$ cat config.mk
export PLATFORM = sky130hd
export DESIGN_NAME = alarm_clock_with_snooze_top_flat
export DESIGN_NICKNAME = d
export VERILOG_FILES = /design/src/rtl/core/acws_pkg.sv /design/src/rtl/core/acws_ifs.sv /design/src/rtl/core/acws_eval.sv /design/src/rtl/core/alarm_clock_with_snooze_top.sv /design/src/flat_wrapper.sv
export SDC_FILE = /design/constraint.sdc
export NUM_CORES = 1
export LEC_CHECK = 0
export CAP_MARGIN = 5
export CORE_AREA = 2 2 180 182
export CTS_CLUSTER_DIAMETER = 150
export DETAILED_ROUTE_END_ITERATION = 7
export DIE_AREA = 0 0 182 184
export DONT_BUFFER_PORTS = 1
export HOLD_SLACK_MARGIN = 0.1
export PLACE_DENSITY = 0.49
export SYNTH_ARGS = -nofsm -noshare
export SYNTH_HDL_FRONTEND = slang
export SYNTH_SLANG_ARGS = --single-unit
$ cat constraint.sdc
create_clock -name clk -period 17.9 [get_ports clk]
set_clock_uncertainty 0.1 [all_clocks]
set_input_delay 3.58 -clock clk [delete_from_list [all_inputs] [get_ports clk]]
set_output_delay 3.58 -clock clk [all_outputs]
set_load 0.02 [all_outputs]
$ cat src/rtl/core/acws_pkg.sv
// Shared types, codes and helper functions of the 24-hour alarm clock.
// No dependencies; compile first.
package acws_pkg;

    // Event command codes
    typedef enum logic [1:0] {
        CMD_TICK   = 2'd0,
        CMD_ADJUST = 2'd1,
        CMD_TOGGLE = 2'd2,
        CMD_SNOOZE = 2'd3
    } cmd_t;

    // Adjust and toggle targets
    localparam logic [1:0] TGT_CLOCK     = 2'd0;
    localparam logic [1:0] TGT_ALARM_ONE = 2'd1;
    localparam logic [1:0] TGT_ALARM_TWO = 2'd2;

    // Adjust steps
    localparam logic [2:0] STEP_NONE     = 3'd0;
    localparam logic [2:0] STEP_HOUR_UP  = 3'd1;
    localparam logic [2:0] STEP_HOUR_DN  = 3'd2;
    localparam logic [2:0] STEP_MIN_UP   = 3'd3;
    localparam logic [2:0] STEP_MIN_DN   = 3'd4;

    // Sound start codes
    localparam logic [1:0] SOUND_NONE  = 2'd0;
    localparam logic [1:0] SOUND_TONE  = 2'd1;
    localparam logic [1:0] SOUND_RADIO = 2'd2;

    // Wrap limits and fixed values
    localparam logic [4:0] HOUR_MAX         = 5'd23;
    localparam logic [5:0] MIN_MAX          = 6'd59;
    localparam logic [5:0] SEC_MAX          = 6'd59;
    localparam logic [7:0] COUNT_MAX        = 8'd255;
    localparam logic [7:0] SNOOZE_LIMIT_RST = 8'd20;
    localparam logic [6:0] SHOWN_SCALE      = 7'd100;

    typedef struct packed {
        logic [4:0] hours;
        logic [5:0] minutes;
    } hm_t;

    // Architectural state of the clock
    typedef struct packed {
        hm_t             clk_time;
        logic [5:0]      seconds;
        hm_t [1:0]       wake;
        logic [1:0]      armed;
        logic            trig;
        logic            snooze;
        logic [1:0][7:0] counts;
        logic            tone;
    } state_t;

    // Outcome of one alarm match check
    typedef struct packed {
        logic       snooze;
        logic       trig;
        logic [7:0] count;
        logic       sound;
    } wake_t;

    // One result beat
    typedef struct packed {
        logic [4:0]  clock_hours;
        logic [5:0]  clock_minutes;
        logic [5:0]  clock_seconds;
        logic [11:0] shown_value;
        logic        alarm_one_armed;
        logic        alarm_two_armed;
        logic        ringing_latched;
        logic        snoozing;
        logic [1:0]  sound_start;
        logic        tone_mute;
    } result_t;

    // Step hours or minutes with wrap
    function automatic hm_t apply_step(hm_t cur, logic [2:0] step);
        hm_t nxt;
        nxt = cur;
        unique case (step)
            STEP_NONE: nxt = cur;
            STEP_HOUR_UP:
                nxt.hours = (cur.hours < HOUR_MAX) ? cur.hours + 5'd1 : 5'd0;
            STEP_HOUR_DN:
                nxt.hours = (cur.hours > 5'd0) ? cur.hours - 5'd1 : HOUR_MAX;
            STEP_MIN_UP:
                nxt.minutes = (cur.minutes < MIN_MAX) ? cur.minutes + 6'd1 : 6'd0;
            STEP_MIN_DN:
                nxt.minutes = (cur.minutes > 6'd0) ? cur.minutes - 6'd1 : MIN_MAX;
            default: nxt = cur;
        endcase
        return nxt;
    endfunction

    // Check one alarm against the clock; snooze and trigger flags chain
    function automatic wake_t check_wake(logic armed, hm_t wake, hm_t now,
                                         logic snooze, logic trig,
                                         logic [7:0] count, logic [7:0] limit);
        wake_t r;
        r.snooze = snooze;
        r.trig   = trig;
        r.count  = count;
        r.sound  = 1'b0;
        if (armed && (wake == now))
        begin
            if (snooze)
            begin
                if (count != COUNT_MAX)
                begin
                    r.count = count + 8'd1;
                end
            end
            else if (!trig)
            begin
                r.sound = 1'b1;
            end
            r.trig = 1'b1;
            // snooze expired: ring again
            if (r.count > limit)
            begin
                r.snooze = 1'b0;
                r.count  = 8'd0;
                r.sound  = 1'b1;
            end
        end
        return r;
    endfunction

    // Hours times 100 plus minutes
    function automatic logic [11:0] shown_of(hm_t t);
        return 12'(t.hours) * 12'(SHOWN_SCALE) + 12'(t.minutes);
    endfunction

endpackage

$ cat src/rtl/core/acws_ifs.sv
// Valid/ready channel interfaces for the alarm clock: event beats and
// status beats. No dependencies.
interface acws_event_if;
    logic       valid;
    logic       ready;
    logic [1:0] command;
    logic [1:0] target;
    logic [2:0] step;

    modport source (output valid, command, target, step, input ready);
    modport sink   (input valid, command, target, step, output ready);
endinterface

interface acws_status_if;
    logic        valid;
    logic        ready;
    logic [4:0]  clock_hours;
    logic [5:0]  clock_minutes;
    logic [5:0]  clock_seconds;
    logic [11:0] shown_value;
    logic        alarm_one_armed;
    logic        alarm_two_armed;
    logic        ringing_latched;
    logic        snoozing;
    logic [1:0]  sound_start;
    logic        tone_mute;

    modport source (output valid, clock_hours, clock_minutes, clock_seconds,
                    shown_value, alarm_one_armed, alarm_two_armed,
                    ringing_latched, snoozing, sound_start, tone_mute,
                    input ready);
    modport sink   (input valid, clock_hours, clock_minutes, clock_seconds,
                    shown_value, alarm_one_armed, alarm_two_armed,
                    ringing_latched, snoozing, sound_start, tone_mute,
                    output ready);
endinterface

$ cat src/rtl/core/acws_eval.sv
// Next-state and result logic for one event of the alarm clock.
// Depends on acws_pkg.
module acws_eval (
    input  acws_pkg::state_t  cur,
    input  logic [7:0]        snooze_limit,
    input  logic [1:0]        command,
    input  logic [1:0]        target,
    input  logic [2:0]        step,
    output acws_pkg::state_t  nxt,
    output acws_pkg::result_t res
);
    import acws_pkg::*;

    wake_t      w0;
    wake_t      w1;
    hm_t        shown;
    logic [1:0] sound;
    logic       mute;
    logic       sel;

    always_comb
    begin
        nxt   = cur;
        shown = cur.clk_time;
        sound = SOUND_NONE;
        mute  = 1'b0;
        sel   = (target == TGT_ALARM_TWO);
        w0    = '0;
        w1    = '0;

        unique case (cmd_t'(command))
            CMD_TICK:
            begin
                // advance the clock with wrap
                nxt.seconds = cur.seconds + 6'd1;
                if (nxt.seconds > SEC_MAX)
                begin
                    nxt.seconds          = 6'd0;
                    nxt.clk_time.minutes = cur.clk_time.minutes + 6'd1;
                end
                if (nxt.clk_time.minutes > MIN_MAX)
                begin
                    nxt.clk_time.minutes = 6'd0;
                    nxt.clk_time.hours   = cur.clk_time.hours + 5'd1;
                end
                if (nxt.clk_time.hours > HOUR_MAX)
                begin
                    nxt.clk_time.hours = 5'd0;
                end
                // alarm one first, its flags feed alarm two
                w0 = check_wake(cur.armed[0], cur.wake[0], nxt.clk_time,
                                cur.snooze, cur.trig, cur.counts[0], snooze_limit);
                w1 = check_wake(cur.armed[1], cur.wake[1], nxt.clk_time,
                                w0.snooze, w0.trig, cur.counts[1], snooze_limit);
                nxt.snooze    = w1.snooze;
                nxt.trig      = w1.trig;
                nxt.counts[0] = w0.count;
                nxt.counts[1] = w1.count;
                if (w0.sound || w1.sound)
                begin
                    sound = cur.tone ? SOUND_TONE : SOUND_RADIO;
                end
                shown = nxt.clk_time;
            end
            CMD_ADJUST:
            begin
                unique case (target)
                    TGT_CLOCK:
                    begin
                        nxt.clk_time = apply_step(cur.clk_time, step);
                        shown        = nxt.clk_time;
                    end
                    TGT_ALARM_ONE:
                    begin
                        nxt.wake[0] = apply_step(cur.wake[0], step);
                        shown       = nxt.wake[0];
                    end
                    TGT_ALARM_TWO:
                    begin
                        nxt.wake[1] = apply_step(cur.wake[1], step);
                        shown       = nxt.wake[1];
                    end
                    default: shown = cur.clk_time;
                endcase
            end
            CMD_TOGGLE:
            begin
                // flip arm state and sound source of an alarm
                if ((target == TGT_ALARM_ONE) || (target == TGT_ALARM_TWO))
                begin
                    if (cur.armed[sel])
                    begin
                        nxt.armed[sel] = 1'b0;
                        mute           = 1'b1;
                        nxt.trig       = 1'b0;
                        nxt.snooze     = 1'b0;
                    end
                    else
                    begin
                        nxt.armed[sel] = 1'b1;
                    end
                    nxt.tone = ~cur.tone;
                end
            end
            CMD_SNOOZE:
            begin
                mute       = 1'b1;
                nxt.snooze = 1'b1;
            end
            default: nxt = cur;
        endcase

        // assemble the result beat
        res.clock_hours     = nxt.clk_time.hours;
        res.clock_minutes   = nxt.clk_time.minutes;
        res.clock_seconds   = nxt.seconds;
        res.shown_value     = shown_of(shown);
        res.alarm_one_armed = nxt.armed[0];
        res.alarm_two_armed = nxt.armed[1];
        res.ringing_latched = nxt.trig;
        res.snoozing        = nxt.snooze;
        res.sound_start     = sound;
        res.tone_mute       = mute;
    end

endmodule

$ cat src/rtl/core/alarm_clock_with_snooze_top.sv
// Top level of the 24-hour alarm clock with two alarms and snooze.
// Depends on acws_pkg, acws_ifs (channel interfaces) and acws_eval.
//
//  channel   role   beat contents
//  -------   ----   -----------------------------------------------------
//  events    sink   command, target, step
//  status    source clock time, shown value, alarm flags, sound, mute
//  cfg_*     write  snooze_limit (8 bits), taken on any edge with cfg_we
//
// One event is taken per cycle. Each event is held in the input register,
// then the clock state and the status register update at the same edge,
// once the status register is free or its beat is taken.
// Reset clears the clock, alarms, flags and counters; snooze_limit resets
// to 20. A stalled status beat holds the input register, which then holds
// off further events; otherwise events flow at one per cycle.
module alarm_clock_with_snooze_top (
    input  logic              clk,
    input  logic              rst_n,
    acws_event_if.sink        events,
    acws_status_if.source     status,
    input  logic              cfg_we,
    input  logic [7:0]        cfg_wdata
);
    import acws_pkg::*;

    logic       in_vld_reg;
    logic [1:0] cmd_reg;
    logic [1:0] tgt_reg;
    logic [2:0] step_reg;
    logic [7:0] limit_reg;
    state_t     state_reg;
    state_t     state_next;
    result_t    res_next;
    result_t    res_reg;
    logic       out_vld_reg;
    logic       advance;

    // move the held event into the status register
    assign advance      = in_vld_reg && (!out_vld_reg || status.ready);
    assign events.ready = !in_vld_reg || advance;

    acws_eval u_eval (
        .cur          (state_reg),
        .snooze_limit (limit_reg),
        .command      (cmd_reg),
        .target       (tgt_reg),
        .step         (step_reg),
        .nxt          (state_next),
        .res          (res_next)
    );

    // snooze limit register
    always_ff @(posedge clk or negedge rst_n)
    begin
        if (!rst_n)
        begin
            limit_reg <= SNOOZE_LIMIT_RST;
        end
        else if (cfg_we)
        begin
            limit_reg <= cfg_wdata;
        end
    end

    // input stage control
    always_ff @(posedge clk or negedge rst_n)
    begin
        if (!rst_n)
        begin
            in_vld_reg <= 1'b0;
        end
        else if (events.ready)
        begin
            in_vld_reg <= events.valid;
        end
    end

    // input stage payload
    always_ff @(posedge clk)
    begin
        if (events.valid && events.ready)
        begin
            cmd_reg  <= events.command;
            tgt_reg  <= events.target;
            step_reg <= events.step;
        end
    end

    // commit clock state
    always_ff @(posedge clk or negedge rst_n)
    begin
        if (!rst_n)
        begin
            state_reg <= '0;
        end
        else if (advance)
        begin
            state_reg <= state_next;
        end
    end

    // status valid
    always_ff @(posedge clk or negedge rst_n)
    begin
        if (!rst_n)
        begin
            out_vld_reg <= 1'b0;
        end
        else if (advance)
        begin
            out_vld_reg <= 1'b1;
        end
        else if (status.ready)
        begin
            out_vld_reg <= 1'b0;
        end
    end

    // status payload
    always_ff @(posedge clk)
    begin
        if (advance)
        begin
            res_reg <= res_next;
        end
    end

    // drive the status beat
    assign status.valid           = out_vld_reg;
    assign status.clock_hours     = res_reg.clock_hours;
    assign status.clock_minutes   = res_reg.clock_minutes;
    assign status.clock_seconds   = res_reg.clock_seconds;
    assign status.shown_value     = res_reg.shown_value;
    assign status.alarm_one_armed = res_reg.alarm_one_armed;
    assign status.alarm_two_armed = res_reg.alarm_two_armed;
    assign status.ringing_latched = res_reg.ringing_latched;
    assign status.snoozing        = res_reg.snoozing;
    assign status.sound_start     = res_reg.sound_start;
    assign status.tone_mute       = res_reg.tone_mute;

    // clock state stays within wrap limits
    a_time_range: assert property (@(posedge clk) disable iff (!rst_n)
        (state_reg.clk_time.hours <= HOUR_MAX) && (state_reg.clk_time.minutes <= MIN_MAX)
        && (state_reg.seconds <= SEC_MAX))
        else $error("clock state out of range");

    // a muted beat never starts a sound
    a_mute_no_sound: assert property (@(posedge clk) disable iff (!rst_n)
        (out_vld_reg && res_reg.tone_mute) |-> (res_reg.sound_start == SOUND_NONE))
        else $error("mute and sound start in one beat");

    // held event does not touch the state while status stalls
    a_stall_holds_state: assert property (@(posedge clk) disable iff (!rst_n)
        (in_vld_reg && out_vld_reg && !status.ready) |=> $stable(state_reg))
        else $error("state changed during stall");

    // status mirrors the state committed with it
    a_status_matches_state: assert property (@(posedge clk) disable iff (!rst_n)
        advance |=> (out_vld_reg && (res_reg.snoozing == state_reg.snooze)
                     && (res_reg.ringing_latched == state_reg.trig)))
        else $error("status beat disagrees with committed state");

endmodule
$ cat src/flat_wrapper.sv
// flat-port wrapper written by rule: the top's interface ports become plain ports
module alarm_clock_with_snooze_top_flat import acws_pkg::*;
  (clk, rst_n, cfg_we, cfg_wdata, events_valid, events_command, events_target, events_step, events_ready, status_valid, status_clock_hours, status_clock_minutes, status_clock_seconds, status_shown_value, status_alarm_one_armed, status_alarm_two_armed, status_ringing_latched, status_snoozing, status_sound_start, status_tone_mute, status_ready);
  acws_event_if events_i ();
  acws_status_if status_i ();
  input  logic clk;
  input  logic rst_n;
  input  logic cfg_we;
  input  logic [7:0] cfg_wdata;
  input wire logic [$bits(events_i.valid)-1:0] events_valid;
  input wire logic [$bits(events_i.command)-1:0] events_command;
  input wire logic [$bits(events_i.target)-1:0] events_target;
  input wire logic [$bits(events_i.step)-1:0] events_step;
  output wire logic [$bits(events_i.ready)-1:0] events_ready;
  output wire logic [$bits(status_i.valid)-1:0] status_valid;
  output wire logic [$bits(status_i.clock_hours)-1:0] status_clock_hours;
  output wire logic [$bits(status_i.clock_minutes)-1:0] status_clock_minutes;
  output wire logic [$bits(status_i.clock_seconds)-1:0] status_clock_seconds;
  output wire logic [$bits(status_i.shown_value)-1:0] status_shown_value;
  output wire logic [$bits(status_i.alarm_one_armed)-1:0] status_alarm_one_armed;
  output wire logic [$bits(status_i.alarm_two_armed)-1:0] status_alarm_two_armed;
  output wire logic [$bits(status_i.ringing_latched)-1:0] status_ringing_latched;
  output wire logic [$bits(status_i.snoozing)-1:0] status_snoozing;
  output wire logic [$bits(status_i.sound_start)-1:0] status_sound_start;
  output wire logic [$bits(status_i.tone_mute)-1:0] status_tone_mute;
  input wire logic [$bits(status_i.ready)-1:0] status_ready;
  assign events_i.valid = events_valid;
  assign events_i.command = events_command;
  assign events_i.target = events_target;
  assign events_i.step = events_step;
  assign events_ready = events_i.ready;
  assign status_valid = status_i.valid;
  assign status_clock_hours = status_i.clock_hours;
  assign status_clock_minutes = status_i.clock_minutes;
  assign status_clock_seconds = status_i.clock_seconds;
  assign status_shown_value = status_i.shown_value;
  assign status_alarm_one_armed = status_i.alarm_one_armed;
  assign status_alarm_two_armed = status_i.alarm_two_armed;
  assign status_ringing_latched = status_i.ringing_latched;
  assign status_snoozing = status_i.snoozing;
  assign status_sound_start = status_i.sound_start;
  assign status_tone_mute = status_i.tone_mute;
  assign status_i.ready = status_ready;
  alarm_clock_with_snooze_top u_core (.clk(clk), .rst_n(rst_n), .events(events_i), .status(status_i), .cfg_we(cfg_we), .cfg_wdata(cfg_wdata));
endmodule
; ---- Word level (Yosys, flattened, before mapping)
; Index checks and enable logic that the tools add are counted.
[classes]
n_addsub = 16
n_mul = 1
n_lt_le_gt_ge = 19
n_eq_ne = 15
n_mux = 65
bitwise = 4
n_reduce_logical = 20
[ops]
columns = operator, count
row1 = $mux 11, 7
row2 = $mux 8, 8
row3 = $pmux 11 s2, 2
row4 = $mux 6, 7
row5 = $mux 5, 8
row6 = $pmux 6 s2, 3
row7 = $pmux 11 s3, 1
row8 = $pmux 5 s2, 3
row9 = $add 6x1->6 const B, 4
row10 = $mux 12, 2
row11 = $eq 11x11->1, 2
row12 = $gt 6x1->1 const B, 3
row13 = $lt 6x6->1 const B, 3
row14 = $mux 9, 2
row15 = $sub 6x1->6 const B, 3
row16 = $add 8x1->8 const B, 2
row17 = $gt 8x8->1, 2
row18 = $ne 8x8->1 const B, 2
row19 = $add 5x1->5 const B, 3
row20 = $gt 5x1->1 const B, 3
row21 = $lt 5x5->1 const B, 3
row22 = $reduce_and 3->1, 5
row23 = $sub 5x1->5 const B, 3
row24 = $mux 1, 13
row25 = other kinds (27), 46
[totals]
reg_bits = 113
inputBits = 20
output_inout_bits = 38
elab_cells = 169

; ---- Logic depth before layout (Yosys ltp)
; Gate-level depths: netlist (run 1).
[depth]
depth_word = 27
depth_mapped = 28
ltp_nobuf = 26

; ---- Cells and area by module
; A second synthesis (run 1) with hierarchy kept.
[unflattened]
hier_cells = 1182
area_unflattened_um2 = 10342.4
[modules_own_cells]
columns = mod, instances, cells_per_inst, area_each_um2, seq_area_each_um2
row1 = acws_eval, 1, 987, 6182.2, 0.0
row2 = alarm_clock_with_snooze_top, 1, 195, 4160.2, 3045.4

; ---- Worst setup path after synthesis (run 1)
; OpenSTA, ideal clock, no wires.
[synth_path]
kind = input -> output
from = input port status_ready
to = output port events_ready
t_arrival_ns = 3.858
t_required_ns = 14.220
setup_slack_ns = 10.362
path_stages = 1
n_path_buf = 0
path_cell_list = nand3b_1
[synth_via]
elab_chain_cells = 3
[synth_rtl]
columns = element, line
row1 = "start, declared", flat_wrapper.sv:26  ; input wire logic [$bits(status_i.ready)-1:0] status_ready;
row2 = $logic_or 1x1->1, alarm_clock_with_snooze_top.sv:39  ; assign advance = in_vld_reg && (!out_vld_reg || status.ready);
row3 = $logic_and 1x1->1, alarm_clock_with_snooze_top.sv:39
row4 = $logic_or 1x1->1, alarm_clock_with_snooze_top.sv:40  ; assign events.ready = !in_vld_reg || advance;
row5 = "end, declared", flat_wrapper.sv:14  ; output wire logic [$bits(events_i.ready)-1:0] events_ready;
; No other way between the ends.

; ---- Final worst setup path (run 1)
; Ends and elaborated chain as after synthesis.

==> results of run 1 <==
-- stage by stage --
stage	cell area (sq um)	setup WS, ns	std cells
after global placement	9640	10.35	1465
after CTS	10300	10.35	1497
final	10300	10.35	1497
after floorplan	9300	10.36	1117
after detailed placement	9640	10.35	1465
after global routing	10300	10.33	1497
-- worst reg2reg max path, cell delays in order (launching register included) --
cell and delay, ns:
dfrtp_1 0.46, ha_1 0.28, nand2b_1 0.17, nor4_1 0.24
a31oi_1 0.08, buf_4 0.22, or4_1 0.49, a211oi_1 0.72
xor2_1 0.19, a2111o_1 0.50, a2111oi_2 0.30, buf_4 0.29
nor2_2 0.08, mux2_4 0.30, ha_1 0.30, nor2b_1 0.13
o21ai_0 0.15, a21oi_1 0.08, o21ai_0 0.14, a21oi_1 0.09
a211oi_1 0.25, or2_2 0.28, nand2_1 0.08, or4b_1 0.51
nand3_1 0.10
-- per-layer routing --
| layer | GRT usage [%] | vias to the layer above | share of wire (%) |
|---|---|---|---|
| li1 | - | 4044 | - |
| met1 | 24.4 | 3922 | 48 |
| met2 | 27.8 | 261 | 45 |
| met3 | 3.43 | 43 | 5.5 |
| met4 | 6.90 | 0 | 2.3 |
| met5 | 0 | - | 0 |
-- cells in the mapped netlist, drive strengths merged (25+ instances only) --
cell / count
nand2: 135
o21ai: 102
nor2: 89
dfrtp: 68
a21oi: 63
clkbuf: 62
ha: 56
nand3: 44
edfxtp: 43
inv: 43
xnor2: 33
mux2: 25
-- power by group through the flow --
stage	logic (W)	clock network (W)	registers, W
2_1_floorplan	0.000464	0	0.000404
3_3_place_gp	0.000539	0	0.000469
3_5_place_dp	0.000541	0	0.000469
4_1_cts	0.000545	0.000364	0.000465
5_1_grt	0.000615	0.000374	0.000479
6_report	0.000546	0.000355	0.000467
-- logic make-up (layout without fill, tap and decap cells) --
family,after synthesis,count (layout),synth area share (%)
multiplexers,32,32,3.82
adder cells (fa/ha/maj),58,58,7.97
buffers and inverters,115,93,4.78
XOR/XNOR,53,53,5.14
flip-flops,113,113,32.8
AO/OA/AOI/OAI,338,338,24.1
AND/OR/NAND/NOR,408,408,21.4
-- how the worst min path moves through the flow --
stage / start / to / depth (start not counted)
finish: u_core.in_vld_reg / u_core.status.valid / 1
global route: u_core.in_vld_reg / u_core.status.valid / 1
CTS: u_core.in_vld_reg / u_core.status.valid / 1
detailed placement: u_core.in_vld_reg / u_core.status.valid / 1
global placement: u_core.in_vld_reg / u_core.status.valid / 1
floorplan: u_core.in_vld_reg / u_core.status.valid / 1
-- final cells by class --
| type | count | area, sq um |
|---|---|---|
| Clock buffer | 26 | 554 |
| Clock inverter | 6 | 63.8 |
| Fill cell | 3321 | 21100 |
| Inverter | 46 | 173 |
| Multi-Input combinational cell | 889 | 5810 |
| Sequential cell | 113 | 3050 |
| Tap cell | 402 | 503 |
| Timing Repair Buffer | 15 | 113 |
==> metrics.csv, run 1 <==
metric,value,unit
ant_nets,0,
final_common_cell,nand2_1,
synth_seq_area_share,32.8,%
power.clock.fraction,25.9,%
async_flop_share,61.9,%
power_density,133,nW/um^2
hold_path_class,flip-flop to flip-flop,
syn_nets,1195,
synth_flop_cell,dfrtp_1,
leakagePower,4.06,nW
power.switching,0.000574,W
path_depth,1,
antennaDiodeCount,0,
cp_top_family,simple AND/OR/NAND/NOR gates,
p_total,0.00137,W
largest_reg_flops,60,
io_pins,58,
cp_cell_sequence,nand3b_1,
synth.cell_area,9300,sq um
fin_nets,1160,
wl_per_cell,19.2,microns
rrSetupSlack,11.33,ns
root_buffer,clkbuf_16,
whs,0.396,ns
grt-ovfl-total,0,
grt_usage,17.8,%
portBuffers,0,
rsz0062_at_grt,false,
maxSlewViolCount,0,
drv_cap,0,
min_period,7.55,ns
grt_pass1_wl,46400,microns
synth_edf_count,43,
die_h,184,microns
drc,0,
clk-insertion-delay-late,0.45,ns
grt_pass1_vias,8057,
hold_buffers,0,
via_count,8270,
yosys.area.top_type_share,18.3,%
htreeDepth,4,
pwr-share-comb,39.9,%
syn_inst,1117,
drive_above_1_share,8.31,%
cp-start-kind,input pin,
crit-reg2reg-capture,u_core.state_reg[10],
grt_max_degree,71,
worstMarginPinSlew,0.862,ns
cpPeakStageDelay,0.29,ns
synth.top_cells.by_area,"dfrtp_1 18%, edfxtp_1 14%, ha_1 7.5%",
vdd_drop_max,0.0651,mV
cts_buffers,17,
area_delta_synth_final,10.4,%
fin_crit_sh,42.2,%
crit_start,status_ready,
totalWireLength,28800,microns
cts_tree,done,
worstSetupPathType,input pin to output pin,
post_cts_buffers,0,
hpwl,21100,microns
die_x,182,microns
layout_common_cells,"135 x nand2_1, 100 x o21ai_0, 87 x nor2_1",
dr.pass1.iters,5,
gp_congestion,0.961,
path_buf_inv,0,
drtIter0Drc,609,
tns,0,ns
coreArea,31400,sq um
dieArea,33500,sq um
yosysWarnings,0,
cts.sinks,113,
relSlewSlack,42.3,%
synth.largest_area_cell,dfrtp_1,
seq_power_share,34.1,%
syn_avg_cell_area,8.32,sq um
fmax,133,MHz
cp_slowest_cell,nand3b_1,
cp-endpoint,events_ready,
crit_required,14.22,ns
critPathMaxFanout,3,
clockBufferDepth,2,
r2r_cells,24,
antenna_found_initial,0,
swShare,42.0,%
clk_pin_slew,0.06,ns
post_cts_resized,0,
initial_utilization,29.6,%
ys_ff_latch,113,
reg2reg_from,u_core.state_reg[43],
cp-end-kind,output pin,
power.internal,0.000794,W
outcome,completed,
synth_cell_types,83,
num_rows,65,
final_core_util,32.7,%
hold_viol,0,
vias_per_cell,5.52,
arrival,3.87,ns
report.final.setup_viol,0,
Note: power is estimated with default switching activity, not from simulation.
==> inputs of run 2 (changes only) <==
==> constraint.sdc (replaced) <==
create_clock -name clk -period 7.1 [get_ports clk]
set_clock_uncertainty 0.1 [all_clocks]
set_input_delay 1.42 -clock clk [delete_from_list [all_inputs] [get_ports clk]]
set_output_delay 1.42 -clock clk [all_outputs]
set_load 0.02 [all_outputs]
==> metrics.csv, run 2 (synthesized netlist as in run 1, its figures left out) <==
metric,value,unit
r2r_cells,23,
maxSlewViolCount,0,
antenna_found_initial,0,
antennaDiodeCount,0,
cts_buffers,17,
grt-ovfl-total,0,
clk-insertion-delay-late,0.43,ns
via_count,8446,
gp_congestion,0.895,
htreeDepth,4,
hold_buffers,0,
power_density,338,nW/um^2
path_buf_inv,1,
crit_required,7.37,ns
relSlewSlack,29.3,%
cp_slowest_cell,or4_1,
min_period,6.40,ns
clockBufferDepth,2,
arrival,6.67,ns
fillers,3229,
fin_crit_sh,90.1,%
num_rows,65,
finalNonFillerCells,1498,
cp_top_family,compound AO/OA/AOI/OAI gates,
cp_cell_sequence,"ha_1, nand2b_1, nor4_1, a31oi_1, buf_4, or4_1, a2111oi_0, a211oi_1, a2111o_1, a2111oi_2, nor2_2, mux2_4, ha_1, nor2b_1, o21ai_0, a21oi_1, o21ai_0, a21oi_1, a211oi_1, or2_2, nand2_1, or4b_1, nand3_1",
drv_cap,0,
whs,0.395,ns
rsz0062_at_grt,false,
worstMarginPinSlew,1.05,ns
cts_tree,done,
hpwl,21900,microns
vdd_drop_max,0.163,mV
grt_max_degree,71,
fin_nets,1161,
worstSetupPathType,flip-flop to flip-flop,
ant_nets,0,
hold_viol,0,
portBuffers,0,
critPathMaxFanout,16,
root_buffer,clkbuf_16,
whs_endpoint,u_core.status.valid,
hold_depth,1,
drtIter0Drc,818,
cts.sinks,113,
drive_above_1_share,8.67,%
totalWireLength,29700,microns
pre_cts_slack,0.807,ns
grt_usage,18.1,%
die_x,182,microns
multi_input_area,5810,sq um
fmax,156,MHz
dieArea,33500,sq um
io_pins,58,
grt_pass1_wl,47000,microns
wl_per_cell,19.8,microns
reg2reg_from,u_core.state_reg[43],
die_h,184,microns
post_cts_buffers,0,
drc,0,
final_common_cell,nand2_1,
dpl.cell_count,1466,
cp-start-kind,flip-flop,
dr.pass1.iters,6,
cp-end-kind,flip-flop,
report.final.setup_viol,0,
grt_pass1_vias,8174,
layout_common_cells,"135 x nand2_1, 100 x o21ai_0, 87 x nor2_1",
largest_reg_flops,60,
crit-reg2reg-capture,u_core.state_reg[10],
vias_per_cell,5.64,
regArea,3050,sq um
leakagePower,4.05,nW
hold_path_class,flip-flop to flip-flop,
clk_pin_slew,0.06,ns
tns,0,ns
hp-start,u_core.in_vld_reg,
area_delta_synth_final,10.1,%
initial_utilization,29.6,%
post_cts_resized,0,
setup_slack,0.701,ns
cpPeakStageDelay,0.66,ns
coreArea,31400,sq um
outcome,completed,
rrSetupSlack,0.70,ns
## run 2: through the flow
stage               util [%]  instance area (sq um)  power, W
CTS                     32.6                  10200   0.00347
finish                  32.6                  10200   0.00346
global route            32.6                  10200   0.00371
global placement        30.7                   9650   0.00257
floorplan                  -                   9300   0.00219
detailed placement      30.7                   9650   0.00257
## run 2: worst max path at each step
| stage | startpoint | end | slack [ns] | depth (start not counted) |
|---|---|---|---|---|
| after CTS | u_core.state_reg[43] | u_core.state_reg[10] | 0.77 | 23 |
| after global placement | u_core.state_reg[43] | u_core.state_reg[10] | 0.92 | 23 |
| after global routing | u_core.state_reg[43] | u_core.state_reg[10] | 0.23 | 23 |
| after floorplan | u_core.state_reg[43] | u_core.state_reg[10] | 1.27 | 24 |
| after detailed placement | u_core.state_reg[43] | u_core.state_reg[10] | 0.81 | 23 |
| final | u_core.state_reg[43] | u_core.state_reg[10] | 0.70 | 23 |
## run 2: cell type report
class	instances	area share [%]
sequential	113	29.8
clock buffer	17	4.16
clock inverter	15	1.55
tap	402	4.92
multi-input combinational	889	56.7
inverter	46	1.69
timing repair buffer	16	1.17
## run 2: where the power goes
part,internal (W),switching [W]
Sequential,0.000860,0.000319
Clock,0.000520,0.000350
Combinational,0.000574,0.000834
## run 2: per-layer routing
| metal | track usage (%) | up-vias | wire (microns) |
|---|---|---|---|
| li1 | - | 4044 | - |
| met1 | 24.8 | 4033 | 13900 |
| met2 | 28.3 | 335 | 13200 |
| met3 | 3.51 | 34 | 1930 |
| met4 | 6.55 | 0 | 625 |
| met5 | 0 | - | 0 |
==> inputs of run 3 (changes only) <==
--- a/config.mk
+++ b/config.mk
@@ -5,14 +5,14 @@
 export SDC_FILE = /design/constraint.sdc
 export NUM_CORES = 1
 export LEC_CHECK = 0
+export BUFFER_PORTS_ARGS = -buffer_cell sky130_fd_sc_hd__buf_2
 export CAP_MARGIN = 5
 export CORE_AREA = 2 2 180 182
 export CTS_CLUSTER_DIAMETER = 150
 export DETAILED_ROUTE_END_ITERATION = 7
 export DIE_AREA = 0 0 182 184
-export DONT_BUFFER_PORTS = 1
 export HOLD_SLACK_MARGIN = 0.1
-export PLACE_DENSITY = 0.49
+export PLACE_DENSITY = 0.51
 export SYNTH_ARGS = -nofsm -noshare
 export SYNTH_HDL_FRONTEND = slang
 export SYNTH_SLANG_ARGS = --single-unit
==> metrics.csv, run 3 (synthesized netlist as in run 1, its figures left out) <==
metric,value,unit
vias_per_cell,5.62,
grt_pass1_vias,8338,
hold_buffers,0,
worstSetupPathType,flip-flop to flip-flop,
num_rows,65,
dr.pass1.iters,5,
hpwl,22000,microns
ant_nets,0,
outcome,completed,
maxSlewViolCount,0,
cts_tree,done,
post_cts_resized,0,
worstMarginPinSlew,1.10,ns
fin_crit_sh,92.6,%
clk-insertion-delay-late,0.43,ns
fillers,3314,
r2r_cells,24,
leakagePower,4.30,nW
clockBufferDepth,2,
portBuffers,57,
drc,0,
min_period,6.57,ns
hold_path_class,flip-flop to flip-flop,
coreArea,31400,sq um
io_pins,58,
via_count,8767,
grt_pass1_wl,47600,microns
fin_nets,1222,
grt-ovfl-total,0,
final_core_util,33.6,%
vdd_drop_max,0.172,mV
die_x,182,microns
crit_start,u_core.state_reg[43],
rrSetupSlack,0.53,ns
antenna_found_initial,1,
reg2reg_from,u_core.state_reg[43],
hold_viol,0,
cts.sinks,113,
post_cts_buffers,0,
clk_pin_slew,0.06,ns
totalWireLength,30000,microns
drtIter0Drc,1031,
arrival,6.84,ns
layout_common_cells,"135 x nand2_1, 100 x o21ai_0, 87 x nor2_1",
report.final.setup_viol,0,
final_common_cell,nand2_1,
area_delta_synth_final,13.4,%
cts_buffers,17,
relSlewSlack,25.8,%
dieArea,33500,sq um
crit_required,7.37,ns
power_density,331,nW/um^2
grt_max_degree,59,
regArea,3050,sq um
drive_above_1_share,13.6,%
initial_utilization,29.6,%
crit-reg2reg-capture,u_core.state_reg[10],
fmax,152,MHz
rsz0062_at_grt,false,
htreeDepth,4,
die_h,184,microns
largest_reg_flops,60,
wl_per_cell,19.2,microns
grt_usage,18.2,%
tns,0,ns
root_buffer,clkbuf_16,
cp-end-kind,flip-flop,
critPathMaxFanout,20,
multi_input_area,5810,sq um
drv_cap,0,
gp_congestion,0.959,
cp-start-kind,flip-flop,
cp-endpoint,u_core.state_reg[10],
## run 3: cell count changes in the layout (fill, tap and decap cells not counted), sizes merged
| cell | delta |
|---|---|
| clkinv | +1 |
| clkinvlp | -1 |
| inv | -2 |
| clkbuf | +4 |
| bufinv | -2 |
| diode | +1 |
| buf | +61 |
## run 3: per-stage QoR
stage	setup WS (ns)	instance area [sq um]	power, W	instances	hold WS [ns]
2_1_floorplan	1.27	9300	0.00219	1117	0.357
3_3_place_gp	0.777	9960	0.00263	1527	0.383
3_5_place_dp	0.603	9960	0.00263	1527	0.393
4_1_cts	0.568	10500	0.00349	1559	0.399
5_1_grt	0.0126	10500	0.00373	1559	0.446
6_report	0.526	10500	0.00349	1560	0.402
## run 3: worst min path at each step
stage                                 start             endpoint  cells past startpoint
final                     u_core.in_vld_reg  u_core.status.valid                      1
after global routing      u_core.in_vld_reg  u_core.status.valid                      1
after CTS                 u_core.in_vld_reg  u_core.status.valid                      1
after detailed placement  u_core.in_vld_reg  u_core.status.valid                      1
after global placement    u_core.in_vld_reg  u_core.status.valid                      1
after floorplan           u_core.in_vld_reg  u_core.status.valid                      1
## run 3: worst max-delay path, stage by stage (launching register included)
cell	delay [ns]
dfrtp_1	0.45
ha_1	0.28
nand2b_1	0.18
nor4_1	0.29
a31oi_1	0.11
buf_4	0.22
or4_1	0.65
a21oi_2	0.24
mux2i_1	0.22
a2111o_1	0.52
a2111oi_2	0.44
buf_4	0.31
nor2_2	0.08
mux2_4	0.31
ha_1	0.31
nor2b_1	0.13
o21ai_0	0.14
a21oi_1	0.08
o21ai_0	0.14
a21oi_1	0.09
a211oi_1	0.26
or2_2	0.28
nand2_1	0.07
or4b_1	0.50
nand3_1	0.09
## run 3: layer usage
| metal | global-route usage (%) | share of wire, % |
|---|---|---|
| met5 | 0 | 0 |
| met4 | 6.19 | 2.2 |
| met3 | 3.51 | 5.9 |
| met2 | 29.0 | 46 |
| met1 | 24.7 | 46 |
## run 3: area by class of cell
cell class / instances / share of cell area [%]
multi-input cells: 889 / 55.1
clock buffers: 21 / 4.68
clock inverters: 11 / 0.712
well taps: 402 / 4.77
inverters: 46 / 1.64
flip-flops and latches: 113 / 28.9
repair buffers: 77 / 4.15
diodes: 1 / 0.0237
## run 3: report_power, final
group	switching [W]	internal, W	leakage [nW]
Sequential	0.000214	0.000855	1.30
Combinational	0.000964	0.000619	2.72
Clock	0.000340	0.000497	0.284
Total	0.00152	0.00197	4.30
